File: config.mk
export PLATFORM = sky130hd
export DESIGN_NAME = spiral_nearest_cell_search
export DESIGN_NICKNAME = d
export VERILOG_FILES = /design/src/design/sncs_pkg.sv /design/src/design/sncs_ctrl.sv /design/src/design/sncs_dpath.sv /design/src/design/spiral_nearest_cell_search.sv
export SDC_FILE = /design/constraint.sdc
export NUM_CORES = 1
export LEC_CHECK = 0
export ABC_AREA = 1
export ABC_CLOCK_PERIOD_IN_PS = 6000
export BUFFER_PORTS_ARGS = -buffer_cell sky130_fd_sc_hd__buf_2
export CAP_MARGIN = 30
export CORE_MARGIN = 10
export CORE_UTILIZATION = 30
export CTS_CLUSTER_DIAMETER = 40
export DETAILED_ROUTE_END_ITERATION = 10
export GPL_TIMING_DRIVEN = 0
export MAX_ROUTING_LAYER = met4
export PLACE_DENSITY_LB_ADDON = 0.15
export RECOVER_POWER = 25
export SLEW_MARGIN = 20
export SYNTH_ARGS = -nofsm -noshare
export SYNTH_HDL_FRONTEND = slang
export SYNTH_SLANG_ARGS = --single-unit
File: constraint.sdc
create_clock -name aclk -period 6 [get_ports aclk]
set_input_delay 0 -clock aclk [delete_from_list [all_inputs] [get_ports aclk]]
set_output_delay 0 -clock aclk [all_outputs]
set_load 0.01 [all_outputs]
File: src/design/sncs_pkg.sv
// ----------------------------------------------------------------------------
// sncs_pkg: shared types and constants for the spiral nearest cell search
// Holds request and result codes, the controller state and command types,
// and the datapath status bundle.
// ----------------------------------------------------------------------------
package sncs_pkg;

    // default width of the cell budget
    localparam int BUDGET_WIDTH_DEF = 16;

    // field widths of the input and result transactions
    localparam int CENTER_W = 15;
    localparam int CELL_BUDGET_W = 16;
    localparam int COORD_W = 16;

    // packed stream widths, padded to whole bytes
    localparam int S_TDATA_W = 48;
    localparam int M_TDATA_W = 40;

    // request type on the input tuser
    localparam logic REQ_START = 1'b0;
    localparam logic REQ_ANSWER = 1'b1;

    // result kind on the output tuser
    localparam logic KIND_PROBE = 1'b0;
    localparam logic KIND_DONE = 1'b1;

    // spiral side directions
    typedef enum logic [1:0] {
        SIDE_PX = 2'd0,
        SIDE_PY = 2'd1,
        SIDE_NX = 2'd2,
        SIDE_NY = 2'd3
    } side_t;

    // controller states
    typedef enum logic [2:0] {
        ST_IDLE,
        ST_START,
        ST_CENTER,
        ST_RING,
        ST_WALK
    } state_t;

    // datapath operations
    typedef enum logic [2:0] {
        OP_NONE,
        OP_START,
        OP_BEGIN_RING,
        OP_NEXT_RING,
        OP_NEXT_SIDE,
        OP_MOVE,
        OP_RECORD_HIT
    } op_t;

    // command bundle from controller to datapath
    typedef struct packed {
        op_t  op;
        logic emit_probe;
        logic emit_done;
        logic found;
    } cmd_t;

    // status bundle from datapath to controller
    typedef struct packed {
        logic out_free;
        logic steps_zero;
        logic phase_last;
        logic best_set;
        logic budget_pos;
        logic keep_cell;
    } stat_t;

endpackage

File: src/design/sncs_ctrl.sv
// ----------------------------------------------------------------------------
// sncs_ctrl: search sequencer
// Tracks whether a search runs and which probe is outstanding, and steps the
// spiral walk one side turn, ring start or cell per cycle.
// ----------------------------------------------------------------------------
module sncs_ctrl (
    input  logic           aclk,
    input  logic           aresetn,
    input  logic           s_tvalid,
    output logic           s_tready,
    input  logic           req_type,
    input  logic           hit,
    input  sncs_pkg::stat_t stat,
    output sncs_pkg::cmd_t  cmd,
    output sncs_pkg::state_t state
);
    import sncs_pkg::*;

    state_t state_reg, state_next;
    logic   accept;

    // input is taken only while waiting on an answer or a start
    always_comb begin
        case (state_reg)
            ST_IDLE, ST_CENTER, ST_RING: s_tready = stat.out_free;
            default:                     s_tready = 1'b0;
        endcase
    end

    assign accept = s_tvalid && s_tready;

    // next state
    always_comb begin
        state_next = state_reg;
        case (state_reg)
            ST_IDLE: begin
                if (accept && req_type == REQ_START) state_next = ST_START;
            end
            ST_START: begin
                state_next = ST_CENTER;
            end
            ST_CENTER: begin
                if (accept) begin
                    if (req_type == REQ_START) state_next = ST_START;
                    else if (hit || !stat.budget_pos) state_next = ST_IDLE;
                    else state_next = ST_WALK;
                end
            end
            ST_RING: begin
                if (accept) begin
                    if (req_type == REQ_START) state_next = ST_START;
                    else state_next = ST_WALK;
                end
            end
            ST_WALK: begin
                if (stat.steps_zero) begin
                    if (stat.phase_last && (stat.best_set || !stat.budget_pos)) begin
                        state_next = ST_IDLE;
                    end
                end else if (stat.keep_cell) begin
                    state_next = ST_RING;
                end
            end
            default: state_next = ST_IDLE;
        endcase
    end

    // command outputs
    always_comb begin
        cmd = '{op: OP_NONE, emit_probe: 1'b0, emit_done: 1'b0, found: 1'b0};
        case (state_reg)
            ST_IDLE: begin
                if (accept && req_type == REQ_START) cmd.op = OP_START;
            end
            ST_START: begin
                cmd.emit_probe = 1'b1;
            end
            ST_CENTER: begin
                if (accept) begin
                    if (req_type == REQ_START) begin
                        cmd.op = OP_START;
                    end else if (hit) begin
                        cmd.emit_done = 1'b1;
                        cmd.found = 1'b1;
                    end else if (!stat.budget_pos) begin
                        cmd.emit_done = 1'b1;
                    end else begin
                        cmd.op = OP_BEGIN_RING;
                    end
                end
            end
            ST_RING: begin
                if (accept) begin
                    if (req_type == REQ_START) cmd.op = OP_START;
                    else if (hit) cmd.op = OP_RECORD_HIT;
                end
            end
            ST_WALK: begin
                if (stat.steps_zero) begin
                    if (!stat.phase_last) begin
                        cmd.op = OP_NEXT_SIDE;
                    end else if (stat.best_set) begin
                        cmd.emit_done = 1'b1;
                        cmd.found = 1'b1;
                    end else if (stat.budget_pos) begin
                        cmd.op = OP_NEXT_RING;
                    end else begin
                        cmd.emit_done = 1'b1;
                    end
                end else begin
                    cmd.op = OP_MOVE;
                    cmd.emit_probe = stat.keep_cell;
                end
            end
            default: ;
        endcase
    end

    // state register
    always_ff @(posedge aclk) begin
        if (!aresetn) state_reg <= ST_IDLE;
        else state_reg <= state_next;
    end

    assign state = state_reg;

endmodule

File: src/design/sncs_dpath.sv
// ----------------------------------------------------------------------------
// sncs_dpath: spiral walk datapath
// Holds the center, offsets, ring extent, side counter, budget and distances,
// tracks the squared distance incrementally, and owns the result register.
// ----------------------------------------------------------------------------
module sncs_dpath #(
    parameter int BUDGET_WIDTH = sncs_pkg::BUDGET_WIDTH_DEF
) (
    input  logic                                    aclk,
    input  logic                                    aresetn,
    input  logic signed [sncs_pkg::CENTER_W-1:0]    center_x,
    input  logic signed [sncs_pkg::CENTER_W-1:0]    center_y,
    input  logic [sncs_pkg::CELL_BUDGET_W-1:0]      cell_budget,
    input  sncs_pkg::cmd_t                          cmd,
    output sncs_pkg::stat_t                         stat,
    output logic                                    m_valid,
    input  logic                                    m_ready,
    output logic                                    m_kind,
    output logic signed [sncs_pkg::COORD_W-1:0]     m_probe_x,
    output logic signed [sncs_pkg::COORD_W-1:0]     m_probe_y,
    output logic                                    m_found
);
    import sncs_pkg::*;

    // extent stays below about the square root of the budget
    localparam int EXT_W = BUDGET_WIDTH / 2 + 2;
    localparam int OFF_W = EXT_W + 2;
    localparam int DIST_W = 2 * EXT_W;
    localparam int COST_W = EXT_W + 2;
    localparam int BUD_W = ((BUDGET_WIDTH > COST_W) ? BUDGET_WIDTH : COST_W) + 2;
    localparam int LOAD_W = (BUDGET_WIDTH < CELL_BUDGET_W) ? BUDGET_WIDTH : CELL_BUDGET_W;

    logic signed [CENTER_W-1:0] cx_reg, cx_next, cy_reg, cy_next;
    logic signed [OFF_W-1:0]    ox_reg, ox_next, oy_reg, oy_next;
    logic [EXT_W-1:0]           ext_reg, ext_next, ext_plus1, ext_plus2;
    side_t                      side_reg, side_next;
    logic [EXT_W-1:0]           steps_reg, steps_next;
    logic signed [BUD_W-1:0]    budget_reg, budget_next;
    logic [DIST_W-1:0]          best_reg, best_next, dist_reg, dist_next, dist_move;
    logic [COST_W-1:0]          cost_cur, cost_nxt;
    logic signed [DIST_W+1:0]   dx2, dy2, d_cur, d_move;
    logic                       valid_reg, valid_next;
    logic                       kind_reg, found_reg;
    logic signed [COORD_W-1:0]  px_reg, py_reg, px_calc, py_calc;

    // ring cost 4*extent+2 and derived extents
    assign ext_plus1 = ext_reg + EXT_W'(1);
    assign ext_plus2 = ext_reg + EXT_W'(2);
    assign cost_cur = {ext_reg, 2'b10};
    assign cost_nxt = {ext_plus2, 2'b10};

    // squared distance after one step along the current side
    assign dx2 = (DIST_W + 2)'(ox_reg) <<< 1;
    assign dy2 = (DIST_W + 2)'(oy_reg) <<< 1;
    assign d_cur = $signed({2'b00, dist_reg});
    always_comb begin
        case (side_reg)
            SIDE_PX: d_move = d_cur + dx2 + (DIST_W + 2)'(1);
            SIDE_PY: d_move = d_cur + dy2 + (DIST_W + 2)'(1);
            SIDE_NX: d_move = d_cur - dx2 + (DIST_W + 2)'(1);
            default: d_move = d_cur - dy2 + (DIST_W + 2)'(1);
        endcase
    end
    assign dist_move = d_move[DIST_W-1:0];

    // status back to the controller
    assign stat.out_free = !valid_reg || m_ready;
    assign stat.steps_zero = (steps_reg == '0);
    assign stat.phase_last = (side_reg == SIDE_NY);
    assign stat.best_set = (best_reg != '0);
    assign stat.budget_pos = !budget_reg[BUD_W-1] && (budget_reg != '0);
    assign stat.keep_cell = (best_reg == '0) || (dist_move < best_reg);

    // walk state update
    always_comb begin
        cx_next = cx_reg;
        cy_next = cy_reg;
        ox_next = ox_reg;
        oy_next = oy_reg;
        ext_next = ext_reg;
        side_next = side_reg;
        steps_next = steps_reg;
        budget_next = budget_reg;
        best_next = best_reg;
        dist_next = dist_reg;
        case (cmd.op)
            OP_START: begin
                cx_next = center_x;
                cy_next = center_y;
                ox_next = '0;
                oy_next = '0;
                ext_next = EXT_W'(1);
                side_next = SIDE_PX;
                steps_next = '0;
                budget_next = BUD_W'(cell_budget[LOAD_W-1:0]);
                best_next = '0;
                dist_next = '0;
            end
            OP_BEGIN_RING: begin
                budget_next = budget_reg - BUD_W'(cost_cur);
                side_next = SIDE_PX;
                steps_next = ext_reg;
            end
            OP_NEXT_RING: begin
                ext_next = ext_plus2;
                budget_next = budget_reg - BUD_W'(cost_nxt);
                side_next = SIDE_PX;
                steps_next = ext_plus2;
            end
            OP_NEXT_SIDE: begin
                side_next = side_t'(side_reg + 2'd1);
                steps_next = (side_reg == SIDE_PX) ? ext_reg : ext_plus1;
            end
            OP_MOVE: begin
                case (side_reg)
                    SIDE_PX: ox_next = ox_reg + OFF_W'(1);
                    SIDE_PY: oy_next = oy_reg + OFF_W'(1);
                    SIDE_NX: ox_next = ox_reg - OFF_W'(1);
                    default: oy_next = oy_reg - OFF_W'(1);
                endcase
                steps_next = steps_reg - EXT_W'(1);
                dist_next = dist_move;
            end
            OP_RECORD_HIT: begin
                best_next = dist_reg;
            end
            default: ;
        endcase
    end

    // probe cell, wrapped to the coordinate width
    assign px_calc = COORD_W'(cx_next) + COORD_W'(ox_next);
    assign py_calc = COORD_W'(cy_next) + COORD_W'(oy_next);

    // result register valid
    always_comb begin
        if (cmd.emit_probe || cmd.emit_done) valid_next = 1'b1;
        else if (m_ready) valid_next = 1'b0;
        else valid_next = valid_reg;
    end

    // control registers
    always_ff @(posedge aclk) begin
        if (!aresetn) begin
            cx_reg <= '0;
            cy_reg <= '0;
            ox_reg <= '0;
            oy_reg <= '0;
            ext_reg <= EXT_W'(1);
            side_reg <= SIDE_PX;
            steps_reg <= '0;
            budget_reg <= '0;
            best_reg <= '0;
            dist_reg <= '0;
            valid_reg <= 1'b0;
        end else begin
            cx_reg <= cx_next;
            cy_reg <= cy_next;
            ox_reg <= ox_next;
            oy_reg <= oy_next;
            ext_reg <= ext_next;
            side_reg <= side_next;
            steps_reg <= steps_next;
            budget_reg <= budget_next;
            best_reg <= best_next;
            dist_reg <= dist_next;
            valid_reg <= valid_next;
        end
    end

    // result payload
    always_ff @(posedge aclk) begin
        if (cmd.emit_probe) begin
            kind_reg <= KIND_PROBE;
            px_reg <= px_calc;
            py_reg <= py_calc;
            found_reg <= 1'b0;
        end else if (cmd.emit_done) begin
            kind_reg <= KIND_DONE;
            px_reg <= '0;
            py_reg <= '0;
            found_reg <= cmd.found;
        end
    end

    assign m_valid = valid_reg;
    assign m_kind = kind_reg;
    assign m_probe_x = px_reg;
    assign m_probe_y = py_reg;
    assign m_found = found_reg;

endmodule

File: src/design/spiral_nearest_cell_search.sv
// ----------------------------------------------------------------------------
// spiral_nearest_cell_search: square-spiral nearest cell search sequencer
// Emits cells to probe around a center, ring by ring, pruning cells that are
// not closer than the best hit, and reports when the search is finished.
//
//   channel  direction  tuser      tdata
//   s_       in         req_type   center_x, center_y, cell_budget, hit
//   m_       out        kind       probe_x, probe_y, found
//
// A start transaction loads the walk state, and the start state then registers
// its center probe. An answer to the center probe that ends the search yields
// the finish in the cycle after acceptance. Any other answer to a probe enters
// the walk, which ends at the next probe or the finish; the walk sequencer
// takes one side turn, ring start or pruned cell per cycle.
// Reset is synchronous; the block comes out idle with no result pending.
// A stalled result holds in the output register; input is taken again once
// that register is empty or being drained.
// ----------------------------------------------------------------------------
module spiral_nearest_cell_search #(
    parameter int BUDGET_WIDTH = sncs_pkg::BUDGET_WIDTH_DEF
) (
    input  logic                             aclk,
    input  logic                             aresetn,
    input  logic                             s_tvalid,
    output logic                             s_tready,
    // tuser: req_type
    input  logic                             s_tuser,
    // tdata: center_x [14:0], center_y [29:15], cell_budget [45:30], hit [46]
    input  logic [sncs_pkg::S_TDATA_W-1:0]   s_tdata,
    output logic                             m_tvalid,
    input  logic                             m_tready,
    // tuser: kind
    output logic                             m_tuser,
    // tdata: probe_x [15:0], probe_y [31:16], found [32]
    output logic [sncs_pkg::M_TDATA_W-1:0]   m_tdata
);
    import sncs_pkg::*;

    cmd_t                       cmd;
    stat_t                      stat;
    state_t                     state;
    logic signed [COORD_W-1:0]  probe_x, probe_y;
    logic                       found;

    // sequencer
    sncs_ctrl u_ctrl (
        .aclk     (aclk),
        .aresetn  (aresetn),
        .s_tvalid (s_tvalid),
        .s_tready (s_tready),
        .req_type (s_tuser),
        .hit      (s_tdata[46]),
        .stat     (stat),
        .cmd      (cmd),
        .state    (state)
    );

    // walk datapath and result register
    sncs_dpath #(
        .BUDGET_WIDTH (BUDGET_WIDTH)
    ) u_dpath (
        .aclk        (aclk),
        .aresetn     (aresetn),
        .center_x    (s_tdata[14:0]),
        .center_y    (s_tdata[29:15]),
        .cell_budget (s_tdata[45:30]),
        .cmd         (cmd),
        .stat        (stat),
        .m_valid     (m_tvalid),
        .m_ready     (m_tready),
        .m_kind      (m_tuser),
        .m_probe_x   (probe_x),
        .m_probe_y   (probe_y),
        .m_found     (found)
    );

    // result packing
    assign m_tdata = {7'b0, found, probe_y, probe_x};

    // a result is never written over one that is still stalled
    a_no_overwrite: assert property (@(posedge aclk) disable iff (!aresetn)
        (cmd.emit_probe || cmd.emit_done) |-> (!m_tvalid || m_tready))
        else $error("result register overwritten while stalled");

    // a finish always returns the sequencer to idle
    a_done_idle: assert property (@(posedge aclk) disable iff (!aresetn)
        cmd.emit_done |=> (state == ST_IDLE))
        else $error("sequencer not idle after finish");

    // an accepted start shows its center probe after the load cycle
    a_start_probe: assert property (@(posedge aclk) disable iff (!aresetn)
        (s_tvalid && s_tready && s_tuser == REQ_START) |=> ##1
        (m_tvalid && m_tuser == KIND_PROBE))
        else $error("start did not produce a center probe");

    // no input is taken while a start is loading or the walk is stepping
    a_walk_busy: assert property (@(posedge aclk) disable iff (!aresetn)
        (state == ST_WALK || state == ST_START) |-> !s_tready)
        else $error("input accepted during walk");

endmodule

* After elaboration in Yosys (flattened, before gate mapping)
Cells that the tools add are included.
** Storage, ports and cells
- Register bits after elaboration :: 172
- Output and inout port bits :: 43
** Cells by class
- Add/subtract/negate cells :: 20
- Magnitude comparators :: 1
- Equal/unequal tests :: 18
- Mux-type cells :: 55
- Bitwise gates (word level) :: 1
- Reduce and logical (&&, ||, !) cells :: 30
** Operator list (count)
- $pmux W12 S2 :: 4
- $add A20 B2 Y20 const B :: 4
- $pmux W20 S2 :: 2
- $pmux W20 S3 :: 1
- $pmux W18 S3 :: 1
- $mux W3 :: 17
- $pmux W10 S5 :: 1
- $mux W16 :: 3
- $add A20 B13 Y20 :: 2
- $sub A20 B13 Y20 :: 2
- $sub A18 B12 Y18 :: 2
- $add A15 B12 Y16 :: 2
- $mux W15 :: 2
- $add A12 B2 Y12 const B :: 2
- $sub A12 B2 Y12 const B :: 2
- $logic_not A20 Y1 :: 1
- $lt A20 B20 Y1 :: 1
- $pmux W10 S2 :: 1
- $reduce_bool A20 Y1 :: 1
- $reduce_bool A18 Y1 :: 1
- $pmux W3 S5 :: 1
- $mux W2 :: 7
- $eq A3 B2 Y1 const B :: 4
- $eq A3 B3 Y1 const B :: 4
- 27 further kinds :: 57

* Depth between registers and ports, before layout
Gate-level depths: netlist (run 1).
- Word-level depth :: 11
- Mapped depth :: 32

* By module
Synthesis (run 1) repeated with hierarchy kept, for this count alone.
** Unflattened totals
- Cells, all modules :: 2548
- Area total of the unflattened synthesis :: 16539.6 µm²
** By module, submodules not included
- sncs_dpath :: times used 1, cells each 2464, area each 16061.7 µm²
- sncs_ctrl :: times used 1, cells each 75, area each 414.1 µm²
- spiral_nearest_cell_search :: times used 1, cells each 9, area each 63.8 µm²

* Worst setup path after synthesis (run 1)
OpenSTA, ideal clock, no wires.
- Path type :: register to register
- Start point :: register u_dpath.dist_reg[1]
- End point :: register u_dpath.px_reg[0] (netlist: u_dpath.m_probe_x[0]), enable pin
- Library setup time :: 387 ps
- Arrival time :: 4349 ps
- Data required time :: 5613 ps
- Slack :: 1265 ps
- Cell stages (with the launch flop) :: 27
- Buffers on the path :: 1
- Path through :: dfxtp_1 > inv_1 > ha_1 > inv_1 > ha_1 > inv_1 > fa_1 > nor3_1 > nor2_1 > o21ai_0 > nand3_1 > nand3_1 > nand3_1 > and2_1 > ha_1 > nand2_1 > inv_1 > o21ai_0 > nand2_1 > nor2_1 > nand3_1 > nand2_1 > nand2_4 > nand2_1 > buf_2 > nor2_1 > inv_1
** On the way
- Word-level cells in the longest chain between the ends :: 8
- Elaborated cells on any way between the ends :: 14
- Classes of those cells :: add/sub: 8; order compare: 1; mux: 3; reduce/logical: 2
** Ends and longest elaborated chain
- start, declared :: line sncs_dpath.sv:39 : logic [DIST_W-1:0] best_reg, best_next, dist_reg, dist_next, dist_move;
- start signal, assigned :: line sncs_dpath.sv:166 : dist_reg <= dist_next;
- $sub A20 B13 Y20, or another cell as far along :: line sncs_dpath.sv:61 : default: d_move = d_cur - dy2 + (DIST_W + 2)'(1);
- $add A20 B2 Y20 (on tied branches)
- $pmux W20 S3 * :: line sncs_dpath.sv:57 : case (side_reg)
- $lt A20 B20 Y1 * :: line sncs_dpath.sv:72 : assign stat.keep_cell = (best_reg == '0) || (dist_move < best_reg);
- $logic_or A1 B1 Y1 * :: line sncs_dpath.sv:72
- $mux W1 * :: line sncs_ctrl.sv:99 : if (stat.steps_zero) begin
- $pmux W1 S2 * :: line sncs_ctrl.sv:71 : case (state_reg)
- $reduce_bool A2 Y1 (no line) *
- end signal, assigned :: line sncs_dpath.sv:175 : px_reg <= px_calc;
- end, declared :: line sncs_dpath.sv:44 : logic signed [COORD_W-1:0] px_reg, py_reg, px_calc, py_calc;
Mark *: on every way between the ends. The rest lies on a longest branch, timed or not.
A chain may end at the register's enable or synchronous reset.

* Final worst setup path (run 1)
- Start point :: register u_dpath.ox_reg[11]
- End point :: register u_dpath.px_reg[4] (netlist: u_dpath.m_probe_x[4]), enable pin
** On the way
- Word-level cells in the longest chain between the ends :: 8
- Elaborated cells on any way between the ends :: 10
- Classes of those cells :: add/sub: 4; order compare: 1; mux: 3; reduce/logical: 2
** Ends and longest elaborated chain
- start, declared :: line sncs_dpath.sv:34 : logic signed [OFF_W-1:0] ox_reg, ox_next, oy_reg, oy_next;
- start signal, assigned :: line sncs_dpath.sv:159 : ox_reg <= ox_next;
- $sub A20 B13 Y20 or $add A20 B13 Y20 (tied branches) :: line sncs_dpath.sv:60, sncs_dpath.sv:58
- $add A20 B2 Y20 (on tied branches) :: line sncs_dpath.sv:60, sncs_dpath.sv:58
- $pmux W20 S3 * :: line sncs_dpath.sv:57
- $lt A20 B20 Y1 * :: line sncs_dpath.sv:72
- $logic_or A1 B1 Y1 * :: line sncs_dpath.sv:72
- $mux W1 * :: line sncs_ctrl.sv:99
- $pmux W1 S2 * :: line sncs_ctrl.sv:71
- $reduce_bool A2 Y1 (no line) *
Marked as above.

==> results of run 1 <==
[path summary, 6_finish.rpt]
path	slack (ns)	cells after the start	end	start
setup / recovery	0.45	26	u_dpath.m_probe_x[4]	u_dpath.ox_reg[11]
hold / removal	0.32	4	u_dpath.budget_reg[5]	s_tdata[35]
setup reg to reg	0.45	26	u_dpath.m_probe_x[4]	u_dpath.ox_reg[11]
hold reg to reg	0.46	2	u_dpath.best_reg[12]	u_dpath.best_reg[12]
[power by group through the flow]
stage / Combinational [uW] / Clock, uW / Sequential [uW]
6_report: 1360 / 1110 / 1430
5_1_grt: 1520 / 1190 / 1450
4_1_cts: 1400 / 1150 / 1430
3_5_place_dp: 1360 / 0 / 1460
3_3_place_gp: 1350 / 0 / 1450
2_1_floorplan: 888 / 0 / 1480
[worst max-delay path: stages, from the launching register on]
cell and delay [ns]:
dfxtp_1 0.60, inv_1 0.36, ha_1 0.49, ha_1 0.41, nand2_1 0.11, nor2_1 0.19, inv_1 0.06, nor2_1 0.13
nand4_1 0.17, nand3_1 0.13, nand2_1 0.05, nand3_1 0.16, nand2_1 0.10, o21a_1 0.23, ha_1 0.27, nand2_1 0.05
inv_1 0.06, nand3_1 0.10, nor2_1 0.22, nand3_1 0.10, nand3_1 0.17, nand2_1 0.14, nand2_4 0.14, nand2_1 0.07
buf_2 0.23, nor2_1 0.29, inv_6 0.18
[area by class of cell]
class                      instances  area, um2
sequential                       172       3760
inverter                         347       1310
antenna                            3       7.51
clock buffer                      19        458
buffer                            64        323
fill                            6080      36000
clock inverter                    13        103
multi-input combinational       1995      11300
timing repair buffer             141        933
tap                              748        936
[cells by family (layout without fill, tap and decap cells)]
| logic type | count (synthesis) | in the layout | synth area share (%) |
|---|---|---|---|
| adder cells (fa/ha/maj) | 205 | 205 | 15.8 |
| buffers and inverters | 411 | 584 | 9.79 |
| AO/OA/AOI/OAI | 525 | 525 | 17.4 |
| flip-flops | 172 | 172 | 22.5 |
| XOR/XNOR | 61 | 61 | 3.20 |
| AND/OR/NAND/NOR | 1197 | 1197 | 31.3 |
| other | 1 | 10 | 0.0225 |
[per-stage QoR]
step	setup TNS, ns	setup WS, ns	hold WS, ns	instance area, um2	total power (uW)
after floorplan	0	1.26	0.138	16700	2370
after global placement	-14.13	-0.446	0.272	18100	2800
after CTS	0	0.118	0.282	19200	3970
after detailed placement	-1.03	-0.0374	0.283	18100	2810
after global routing	0	0.0476	0.337	19100	4160
final	0	0.453	0.318	19100	3900
[repair_timing]
item / 4_1_cts / 5_1_grt
buffers inserted: 0 / 0
cloned: 0 / 0
resized for setup: 1 / 3
hold buffers: 54 / 0
endpoints found under the hold margin: 51 / 0
setup endpoints to repair: 32 / 33
[placed cells by master (no fill, tap or decap), drive strengths merged, types with 19 or more instances in the layout]
master,instances
nand2,601
ha,196
clkbuf,89
o21bai,19
nand4,41
o21ai,168
xor2,38
inv,350
nand3,187
xnor2,23
dfxtp,140
dlygate4sd3,54
nor2,259
a21oi,254
buf,81
nor3,32
edfxtp,32
or2,44
o211ai,23
[layer usage]
metal | up-vias | global-route usage, %
met5 | - | -
met4 | 0 | 5.12
met3 | 57 | 2.20
met2 | 271 | 29.4
met1 | 7969 | 23.2
li1 | 8854 | -
==> results.ini, run 1 <==
[global_route]
gr-total-overflow=0
grt_pass1_vias=16500
grt_pass1_wl_um=90500
grt_start_max_net_pins=33
antenna_found_initial=0
grt_use_total_pct=18.1

[power_and_ir_drop]
power_frac_seq_pct=36.7
clkPwrFrac_pct=28.4
p_int_uw=2390
p_comb_share_pct=34.9
swShare_pct=38.7
p_per_area_nw_per_um2=204
peakVddDrop_mv=0.210
p_switching_uw=1510
power.leakage_uw=0.00957

[synth]
yosys.area.top_type_share_pct=16.8
ys_top_cells_by_count=592 x nand2_1, 334 x inv_1, 252 x a21oi_1, 247 x nor2_1, 196 x ha_1
yosysSeqAreaShare_pct=22.5
synth_flop_cell=dfxtp_1
ys_ff_latch=172
async_reset_ff_share_pct=0
postSynthAreaPerCell_um2=6.49
ys_warn_count=0
synth.top_cells.by_area=dfxtp_1 17%, ha_1 15%, nand2_1 13%
yosys.cell_count.top_type=nand2_1
synth_area_leader_cell=dfxtp_1
synth_edf_count=32
syn_area_um2=16700
yosysUniqueCellTypes=55
syn-instance-count=2572

[sta]
finalHoldViolations=0
worst_pin_slew_ns=0.913
setup_viol=0
max_clock_freq_mhz=180
finalCritPeriodShare_pct=92.4
clock_skew_ns=0.0157
final.min_clock_period_ns=5.55
slew_headroom_pct=39.1
slew_viol_final=0
rsz0062_at_grt=no

[floorplanning]
ioPinCount=96
die_area_um2=65500
design.core.area_um2=55100
dieWidth_um=256
start_util_pct=30.3
die_h_um=256
rows=86

[layout]
finalNetCount=2996
drive_gt1_share_pct=6.80
areaGrowthSynthToFinish_pct=14.6
final_cells=3502
postLayoutCoreUtil_pct=34.7

[placement]
portBuffers=87
place_hpwl_um=49000
place_inst=3413
finalWeightedCongestion=0.899

[clock_network]
path_clk_slew_ns=0.08
clockBufferDepth=2
cts.sinks=172
cts_max_level=4
cts_tree=done
cts_root_buffer=clkbuf_16
clkLatencyLatePin_ns=0.49
cts_made_buffers=17

[detailed_routing]
wl_um=59100
first_iter_violations=1094
ant_nets=0
wl_met3_um=1830
wl_per_cell_um=16.9
wl_met2_um=27500
firstDrtPassIters=5
vias_per_cell=4.90
vias=17200
drc=0
wl_met1_um=28700
dr.max_layer_used=met4

[job]
cap_violations=0

[status]
run_status=complete, no violations

[critical_path]
worstSetupStartpointType=register
arrival_ns=5.74
crit_fanout=32
end_kind=register
worstPathRequired_ns=6.20
crit_type=register to register

[worst_hold_path]
hp-class=primary input to register

Note: power is estimated with default switching activity, not from simulation.
==> run 2, diff against run 1 <==
--- a/config.mk
+++ b/config.mk
@@ -5,7 +5,6 @@
 export SDC_FILE = /design/constraint.sdc
 export NUM_CORES = 1
 export LEC_CHECK = 0
-export ABC_AREA = 1
 export ABC_CLOCK_PERIOD_IN_PS = 6000
 export BUFFER_PORTS_ARGS = -buffer_cell sky130_fd_sc_hd__buf_2
 export CAP_MARGIN = 30
@@ -17,6 +16,7 @@
 export MAX_ROUTING_LAYER = met4
 export PLACE_DENSITY_LB_ADDON = 0.15
 export RECOVER_POWER = 25
+export SKIP_CTS_REPAIR_TIMING = 1
 export SLEW_MARGIN = 20
 export SYNTH_ARGS = -nofsm -noshare
 export SYNTH_HDL_FRONTEND = slang
==> run 2 against run 1 <==
  * The flow now finishes with violations (negative hold slack)
  * Global-route usage is 1.0 points lower
  * Register-to-register slack worse by 0.18 ns
  * Cell count is 22% lower
  * Clock skew is 0.0014 ns lower
  * Synthesized cell count is 27% lower
  * Combinational power is 30% lower
  * Critical path depth is 3 lower
  * Critical path type unchanged
  * Largest power group unchanged
==> results.ini, run 2 <==
[floorplanning]
start_util_pct=30.2
die_area_um2=58500
rows=81
ioPinCount=96
dieWidth_um=242
design.core.area_um2=48800
die_h_um=242

[clock_network]
clockBufferDepth=2
cts.sinks=172
cts_tree=done
cts_made_buffers=17
cts_root_buffer=clkbuf_16
clkLatencyLatePin_ns=0.46
path_clk_slew_ns=0.07
cts_max_level=4

[sta]
slew_headroom_pct=36.7
final.min_clock_period_ns=5.72
timing.final.ws_setup_ns=0.276
slew_viol_final=0
finalHoldViolations=1
clock_skew_ns=0.0143
setup_viol=0
tns_ns=0
max_clock_freq_mhz=175
holdWs_ns=-0.00859
finalCritPeriodShare_pct=95.4
worst_pin_slew_ns=0.942

[layout]
layout_common_cells=231 x nand2_1, 195 x ha_1, 171 x nor2_1
drive_gt1_share_pct=7.36
n_antenna_cell=0
areaGrowthSynthToFinish_pct=17.1
layout_commonest_cell=nand2_1
finalNetCount=2298
postLayoutCoreUtil_pct=35.4

[critical_path]
cpMaxStageDelayCell=dfxtp_2
crit_fanout=15
critPathBufInv=5
worstPathRequired_ns=6.17
cp_top_family=compound AO/OA/AOI/OAI gates
end_kind=register
arrival_ns=5.89
cpPeakStageDelay_ns=0.43
worstSetupStartpointType=register
crit_path_cell_trace=inv_1 > ha_1 > inv_1 > ha_1 > inv_1 > fa_1 > nor2b_1 > o31a_1 > o41a_1 > a211oi_2 > buf_4 > xor2_1 > o221a_2 > a22oi_1 > ha_1 > a21o_1 > a2111oi_2 > nand2_1 > nor4_2 > o21ai_2 > a2bb2oi_4 > nand2b_4 > clkbuf_16
crit_type=register to register

[detailed_routing]
firstDrtPassIters=5
ant_nets=0
drc=0
wl_um=50900
first_iter_violations=1147
vias=14100
vias_per_cell=5.19
wl_per_cell_um=18.7

[synth]
synth.top_cells.by_area=dfxtp_1 19%, ha_1 17%, edfxtp_1 6.5%
ys_warn_count=0
yosys.cell_count.top_type=nand2_1
synth_edf_count=32
postSynthAreaPerCell_um2=7.89
yosysSeqAreaShare_pct=25.5
yosys.area.top_type_share_pct=19.0
syn-instance-count=1872
ys_ff_latch=172
async_reset_ff_share_pct=0
synth_area_leader_cell=dfxtp_1
syn_area_um2=14800
synth_flop_cell=dfxtp_1
yosysUniqueCellTypes=81
ys_top_cells_by_count=231 x nand2_1, 196 x ha_1, 171 x nor2_1, 168 x a21oi_1, 140 x dfxtp_1

[worst_hold_path]
hp-class=primary input to register

[status]
violations=negative hold slack
run_status=finished with violations

[power_and_ir_drop]
power.leakage_uw=0.00738
peakVddDrop_mv=0.213
power_uw=3410
p_per_area_nw_per_um2=197

[global_route]
grt_use_total_pct=17.1
grt_pass1_wl_um=77100
grt_start_max_net_pins=31
antenna_found_initial=0
gr-total-overflow=0
grt_pass1_vias=13500

[placement]
place_hpwl_um=40500
finalWeightedCongestion=0.880
pre_cts_ws_ns=-1.38
portBuffers=86

[job]
cap_violations=0

## run 2: changes by cell type after synthesis, moves of 34 or more
cell,previous run,this run
a21oi_1,252,168
inv_1,334,104
nand2_1,592,231
nand3_1,184,55
nand4_1,40,5
nor2_1,247,171
o21ai_0,156,89
or2_2,41,7
xnor2_1,23,75
## run 2: routing by layer
metal  vias to the layer above  global-route usage [%]  part of all wire, %
li1                       7077                       -                    -
met1                      6680                    21.1                   46
met2                       275                    28.2                   48
met3                        65                    2.22                  3.8
met4                         0                    5.92                  2.7
met5                         -                       -                    0
## run 2: cell families (layout without fill, tap and decap cells)
group / count (synthesis) / after routing / synth area share [%]
compound gates: 513 / 513 / 22.7
flops: 172 / 172 / 25.5
buf+inv: 175 / 350 / 4.71
other cells: 1 / 7 / 0.0254
fa+ha+maj: 205 / 205 / 17.8
mux: 15 / 15 / 1.04
xor+xnor: 119 / 119 / 7.06
simple gates: 672 / 672 / 21.2
## run 2: power by group
group          switching, uW  internal [uW]
Clock                    510            572
Sequential              55.3           1320
Combinational            625            329
## run 2: worst paths after layout
kind                            start                    end  slack (ns)  cells after the start
setup / recovery  u_dpath.dist_reg[1]  u_dpath.m_probe_y[14]        0.28                     23
hold / removal                s_tuser        u_ctrl.state[0]      -0.009                      4
setup reg to reg  u_dpath.dist_reg[1]  u_dpath.m_probe_y[14]        0.28                     23
hold reg to reg     u_dpath.cx_reg[0]      u_dpath.cx_reg[0]        0.46                      2
## run 2: stage by stage
stage / instance area (um2) / cells
6_report: 17300 / 2717
5_1_grt: 17300 / 2717
4_1_cts: 16600 / 2661
3_5_place_dp: 16100 / 2629
3_3_place_gp: 16100 / 2628
2_1_floorplan: 14800 / 1878
## run 2: tightest hold or removal path, cell delays in order
cell and delay (ns):
buf_2 0.13, nor2_1 0.05, a21oi_1 0.14, a211oi_1 0.08
## run 2: cell type report
type / instances / area, um2
Timing Repair Buffer: 143 / 968
Fill cell: 5292 / 31600
Inverter: 108 / 409
Sequential cell: 172 / 3770
Clock buffer: 19 / 433
Buffer: 67 / 300
Tap cell: 664 / 831
Clock inverter: 13 / 115
Multi-Input combinational cell: 1531 / 10500
